==> src/hw/rtl/union_find_link_compress_defines.svh <==
// assertion macros shared by the union-find block
`ifndef UNION_FIND_LINK_COMPRESS_DEFINES_SVH
`define UNION_FIND_LINK_COMPRESS_DEFINES_SVH
`ifndef NO_ASSERTIONS
// same-cycle implication
`define UFLC_ASSERT_IMPL(name, clk, rst, ante, cons) \
  name: assert property (@(posedge clk) disable iff (rst) (ante) |-> (cons)) \
    else $error("uflc check failed");
// next-cycle implication
`define UFLC_ASSERT_NEXT(name, clk, rst, ante, cons) \
  name: assert property (@(posedge clk) disable iff (rst) (ante) |=> (cons)) \
    else $error("uflc check failed");
`else
`define UFLC_ASSERT_IMPL(name, clk, rst, ante, cons)
`define UFLC_ASSERT_NEXT(name, clk, rst, ante, cons)
`endif
`endif

==> src/hw/rtl/uflc_pkg.sv <==
package uflc_pkg;

  localparam int VERTEX_W = 12;
  localparam int LABEL_W  = 12;
  localparam int ACTIVE_W = 13;

  localparam int MAX_VERTICES_DEFAULT = 4096;
  localparam int QUEUE_DEPTH_DEFAULT  = 4;

  localparam logic [ACTIVE_W-1:0] ACTIVE_RESET = 13'd4096;

  typedef enum logic [1:0] {
    CMD_LINK     = 2'd0,
    CMD_COMPRESS = 2'd1,
    CMD_READ     = 2'd2,
    CMD_INIT     = 2'd3
  } cmd_t;

  // one classified command waiting for the back end
  typedef struct packed {
    cmd_t                cmd;
    logic                in_range;
    logic [VERTEX_W-1:0] first;
    logic [VERTEX_W-1:0] second;
  } entry_t;

endpackage

==> src/hw/rtl/uflc_queue.sv <==
`include "union_find_link_compress_defines.svh"

module uflc_queue
  import uflc_pkg::*;
#(
  parameter int DEPTH = QUEUE_DEPTH_DEFAULT
) (
  input  logic   clk,
  input  logic   rst,
  input  logic   push,
  input  entry_t push_entry,
  input  logic   pop,
  output entry_t head,
  output logic   empty,
  output logic   full
);

  localparam int PW = (DEPTH > 1) ? $clog2(DEPTH) : 1;
  localparam int CW = $clog2(DEPTH + 1);
  localparam logic [PW-1:0] LAST_PTR = PW'(DEPTH - 1);
  localparam logic [CW-1:0] FULL_CNT = CW'(DEPTH);

  entry_t         slots [DEPTH];
  logic [PW-1:0]  wr_ptr;
  logic [PW-1:0]  rd_ptr;
  logic [CW-1:0]  count;

  assign head  = slots[rd_ptr];
  assign empty = (count == '0);
  assign full  = (count == FULL_CNT);

  always_ff @(posedge clk) begin
    if (rst) begin
      wr_ptr <= '0;
      rd_ptr <= '0;
      count  <= '0;
    end else begin
      if (push) begin
        wr_ptr <= (wr_ptr == LAST_PTR) ? '0 : wr_ptr + 1'b1;
      end
      if (pop) begin
        rd_ptr <= (rd_ptr == LAST_PTR) ? '0 : rd_ptr + 1'b1;
      end
      if (push && !pop) begin
        count <= count + 1'b1;
      end else if (pop && !push) begin
        count <= count - 1'b1;
      end
    end
    if (push) begin
      slots[wr_ptr] <= push_entry;
    end
  end

  `UFLC_ASSERT_IMPL(a_no_push_when_full, clk, rst, push, !full)
  `UFLC_ASSERT_IMPL(a_no_pop_when_empty, clk, rst, pop, !empty)
  `UFLC_ASSERT_NEXT(a_count_tracks_push, clk, rst, push && !pop, count == $past(count) + 1'b1)

endmodule

==> config.mk <==
export PLATFORM = sky130hd
export DESIGN_NAME = uflc_queue
export DESIGN_NICKNAME = d
export VERILOG_FILES = /design/src/hw/rtl/uflc_pkg.sv /design/src/hw/rtl/uflc_queue.sv
export VERILOG_INCLUDE_DIRS = /design/src /design/src/hw/rtl
export SDC_FILE = /design/constraint.sdc
export NUM_CORES = 1
export LEC_CHECK = 0
export BUFFER_PORTS_ARGS = -buffer_cell sky130_fd_sc_hd__buf_2
export CAP_MARGIN = 15
export CORE_MARGIN = 4
export CORE_UTILIZATION = 63
export CTS_BUF_LIST = sky130_fd_sc_hd__clkbuf_2 sky130_fd_sc_hd__clkbuf_4 sky130_fd_sc_hd__clkbuf_8
export DETAILED_ROUTE_END_ITERATION = 10
export PLACE_DENSITY = 0.86
export SLEW_MARGIN = 20
export SYNTH_ARGS = -nofsm -noshare
export SYNTH_HDL_FRONTEND = slang
export SYNTH_SLANG_ARGS = --single-unit
export TNS_END_PERCENT = 100
==> constraint.sdc <==
create_clock -name clk -period 3.65 [get_ports clk]
set_input_delay 0.5475 -clock clk [delete_from_list [all_inputs] [get_ports clk]]
set_output_delay 0.5475 -clock clk [all_outputs]
set_load 0.02 [all_outputs]
# Yosys cells after proc, flatten, opt, wreduce, memory -nomap -nowiden

Memory sizes are Yosys's and may differ from the RTL's. A register that Yosys moved wholly into a read port is not among the register bits.
Index checks and enable logic that the tools add are counted.

Register bits after elaboration: 7
Bits in writable memories: 108
Bits of input ports: 31
Output and inout port bits: 29
Memories: 1

Add/subtract/negate cells: 4
Eq/ne operators: 3
Muxes and demuxes: 8
Reductions and logical operators: 6

Memory list:

| name  | words | bits a word | rd ports | clocked after memory_dff | wr ports | line             | RTL |
|---|---|---|---|---|---|---|---|
| slots | 4     | 27          | 1        | 1                        | 1        | uflc_queue.sv:23 | `entry_t slots [DEPTH];` |

Operators by type and width:

| cell                                              | number |
|---|---|
| 2-to-1 mux 2 bit                                  | 4 |
| 2-to-1 mux 3 bit                                  | 2 |
| adder 2 x 1 -> 2 bit (second input constant)      | 2 |
| == test 2 bit (second input constant)             | 2 |
| adder 3 x 1 -> 3 bit (second input constant)      | 1 |
| == test 3 bit (second input constant)             | 1 |
| logical NOT 3 bit                                 | 1 |
| subtractor 3 x 1 -> 3 bit (second input constant) | 1 |
| logical AND 1 bit                                 | 2 |
| logical NOT 1 bit                                 | 2 |
| 2-to-1 mux 1 bit                                  | 2 |
| nonzero test 2 bit                                | 1 |

# Depth between registers and ports, before layout

Depth after elaboration: 4
Gate-level depth with buffers: 7
Gate-level depth less buffers: 7

# Worst setup path before layout

No wires, ideal clock.

Path kind: in2reg
Start point: input pop
End point: register count[2]
Data arrival time: 1.739 ns
Slack: 1.841 ns
Stages: 7
Cell sequence: inv_1 ha_1 inv_1 fa_1 xor2_1 or3_1 a21oi_1

Cells in the longest elaborated chain, start to end: 3
Elaborated cells on any way between the ends: 5

RTL lines:

| what                                                   | line             | RTL |
|---|---|---|
| from (decl)                                            | uflc_queue.sv:12 | `input logic pop,` |
| logical NOT 1 bit                                      | uflc_queue.sv:44 | `if (push && !pop) begin` |
| logical AND 1 bit                                      | uflc_queue.sv:44 |  |
| 2-to-1 mux 3 bit or nonzero test 2 bit (tied branches) | -                |  |
| to (signal assigned)                                   | uflc_queue.sv:45 | `count <= count + 1'b1;` |
| to (signal assigned)                                   | uflc_queue.sv:47 | `count <= count - 1'b1;` |
| to (decl)                                              | uflc_queue.sv:26 | `logic [CW-1:0] count;` |

Several ways; a longest one is shown, not always the timed one.
A chain may end at the register's enable or synchronous reset.

==> impl_summary.txt <==
----------------------------------------------------
[Die]
  Area of the core ... roughly 6800 um^2
  FP Rows ... 30
  Die Width ... around 91 um
  Initial cell density of the core ... 0.645
  I/O pins ... 60
  Die H ... a little over 90 um
  Die Footprint ... 8360 um^2

[Yosys]
  Mapped Area ... 4380 um^2
  Yosys warns ... 0
  Multiplexer area fraction after synthesis ... 0.154
  Post-synth EDFFs ... 108
  Library cell with the largest summed area after synthesis ... edfxtp_1
  Fraction of synthesized cell area taken by the top area cell type ... 0.740
  Dominant cell by count in the synthesized netlist ... edfxtp_1
  Synth top area cells ... edfxtp_1, mux4_2, mux4_1
  Netlist cell types ... 19
  Post-Synthesis Net Count ... 223
  Xor/xnor share of the synthesized area ... 0.00400
  Share of synthesized flip-flops with an asynchronous set or reset ... 0
  Adder-cell share of the synthesized area ... 0.0217
  Most used DFF post-synth ... edfxtp_1
  Commonest cells post-synth ... edfxtp_1, mux4_2, dfxtp_1
  Cell count after synthesis ... between 150 and 200
  Sequential-to-total area share from yosys stat ... 0.781
  Post-synthesis sequential element count ... roughly 120
  Main combinational cell family by area after synthesis ... multiplexers
  Synth Area in Compound Gates ... 0.00342
  Simple-gate portion of the synthesized area ... 0.0177
  Syn_area_per_cell ... 23.7 um^2

[Layout]
  Util after Layout ... 0.758
  Net total in the final layout ... 300
  Layout cells sized above 1 ... 0.422
  Fill cells ... approximately 370
  Number of antenna cells inserted ... 0
  Area growth from synthesis to layout ... 17.5%

[Drt]
  Initial DRC Count ... ~130
  Uppermost signal routing layer after detailed routing ... met4
  Count of vias placed by the detailed router ... ~2k
  Post-detailed-route count of antenna-violating nets ... 0
  Wire per inst ... 18.8 um
  Residual DRC ... 0
  Iteration count of the initial detailed-routing pass ... 6
  Met2 routed WL ... around 3.6 mm
  Met3 routed wirelength ... approximately 370 um
  Mean number of vias per cell ... approximately 5.5
  Total wire length after detailed routing ... roughly 7.0 mm
  M1 WL ... between 2 and 3 mm

[STA]
  Relative slew margins ... 0.406
  Post-route clock skew ... a little under 7 ps
  Tightest Pin Transition ... about 890 ps
  Peak Freq ... about 0.37 GHz
  Fin Setup TNS ... 0 ps
  Final setup violation count ... 0
  Final hold vios ... 0
  RSZ-0062 raised after global routing ... no
  Post-layout min period ... 2730 ps
  Period utilization ... 0.747
  Number of max-slew violations in the final report ... 0
  Fin worst setup slack ... just over 900 ps

[Critical path]
  Crit Reg-Reg Endpoint ... count[2]
  Kind of end point of the critical path ... output pin
  Count of cells along the worst register-to-register path ... 4
  Highest fanout seen on the critical path ... 27
  Critical Path RT ... about 3100 ps
  Reg-to-reg critical path startpoint ... count[0]
  Sort of element at the start of the critical path ... register
  Worst setup slack for register-to-register paths ... about 2200 ps
  CP Class ... reg2out
  Data arrival time of the critical path ... 2180 ps

[Placed design]
  Gp weighted congestion ... ~0.73
  Detailed placement HPWL ... 4.29 mm
  Pre-CTS WS ... between 1000 and 1500 ps
  IO Port Bufs ... 59

[Global route]
  Antenna violations before repair ... 0
  Wire length of the first global-routing pass ... ~11 mm
  Number of global-route vias before repair ... approximately 2.2k
  Largest net degree at the start of global routing ... 28
  All-layer global routing usage ... 0.189
  Aggregate global routing overflow ... 0

[Clocking]
  Clock-pin slew reported for the worst setup and hold paths after clock tree synthesis ... ~70 ps
  Skew-Pair Late Insertion Delay ... roughly 420 ps
  Total number of H-tree levels ... 4
  Number of buffers added to fix hold violations after cts ... 0
  Buffer depth of the longest clock path ... 2
  Number of buffers created by CTS ... 17
  Post-CTS Setup Repair Bufs ... 0
  TritonCTS clock tree ... built
  Total number of clock tree sinks ... between 100 and 150
  Clock root cell ... clkbuf_8
  Quantity of gates resized following cts ... 0

[Power]
  Cell leakage power ... 1.81 nW
  Power Total ... a little under 0.003 W
  Pwr per Cell Area ... 570 nW/um^2
  Peak supply drop ... between 0.3 and 0.4 mV

[Job]
  MaxCap Viol Count ... 0

[Hold path]
  Source of the worst hold timing path ... push_entry[2]
  Hold worst-path end ... slots[1][2]
  Hold-critical path depth ... 1
  Type of the worst min-delay path ... in2reg

[Status]
  Run status ... complete, no violations

----------------------------------------------------
-- state kept, by name (all words and copies together), names as in the netlist, named ones only --
signal	flops
slots	108
rd_ptr	2
wr_ptr	2
count	3
-- per-stage QoR --
stage	std cells	instance area, um^2	hold WS [ps]
floorplan	185	4380	460
global placement	339	4770	482
detailed placement	339	4770	500
CTS	371	5150	315
global route	371	5150	322
finish	371	5150	343
-- cell usage in the layout, fill, tap and decap left out --
cell        synthesis  routed
edfxtp_1          108     108
buf_2               3      59
mux4_2             20      20
clkbuf_8            0      17
dfxtp_1             9       8
mux4_1              7       7
nor2_1              7       7
ha_1                6       6
clkinvlp_4          0       6
buf_4               0       5
inv_1               4       4
and2_1              4       4
mux2i_1             4       4
clkinv_2            0       4
nor3b_1             2       2
xor2_1              2       2
a21oi_1             2       2
bufinv_16           0       2
nor3_1              1       1
o21ai_0             1       1
or3_1               1       1
fa_1                1       1
dfxtp_2             0       1
clkinv_1            0       1
clkbuf_4            0       1
clkinv_4            0       1
-- layer usage --
metal | track usage | vias up
li1 | - | 924
met1 | 0.229 | 1022
met3 | 0.0704 | 11
met4 | 0.0955 | 0
met2 | 0.298 | 69
met5 | 0 | -
-- cell type report --
class	count	area [um^2]	area share
well taps	96	120	0.0233
multi-input cells	58	880	0.171
inverters	4	15.0	0.00291
flip-flops and latches	117	3420	0.665
repair buffers	64	333	0.0646
clock inverters	14	138	0.0267
clock buffers	18	241	0.0469
-- critical path, stage by stage, from the launching register on --
cell and delay (ps):
dfxtp_2 910, mux4_1 670, buf_2 180
-- power breakdown --
group          switching [W]  internal (W)
clock network       0.000484      0.000605
registers          0.0000385       0.00153
logic               0.000155      0.000120
total               0.000677       0.00226
-- cell families (layout without fill, tap and decap cells) --
group,Yosys count,after routing
xor gates and xnor gates,2,2
AOI/OAI and AO/OA,3,3
DFF,117,117
buffers and inverters,10,100
adders and majority gates,7,7
muxes,31,31
and+or+nand+nor,15,15
-- worst max-delay path by stage --
stage	startpoint	endpoint	cells after the start
after floorplan	pop	count[2]	7
final	register	head[7]	2
after CTS	register	head[7]	2
after global routing	register	head[7]	2
after detailed placement	register	head[7]	2
after global placement	register	head[7]	2
Note: power is estimated with default switching activity, not from simulation.
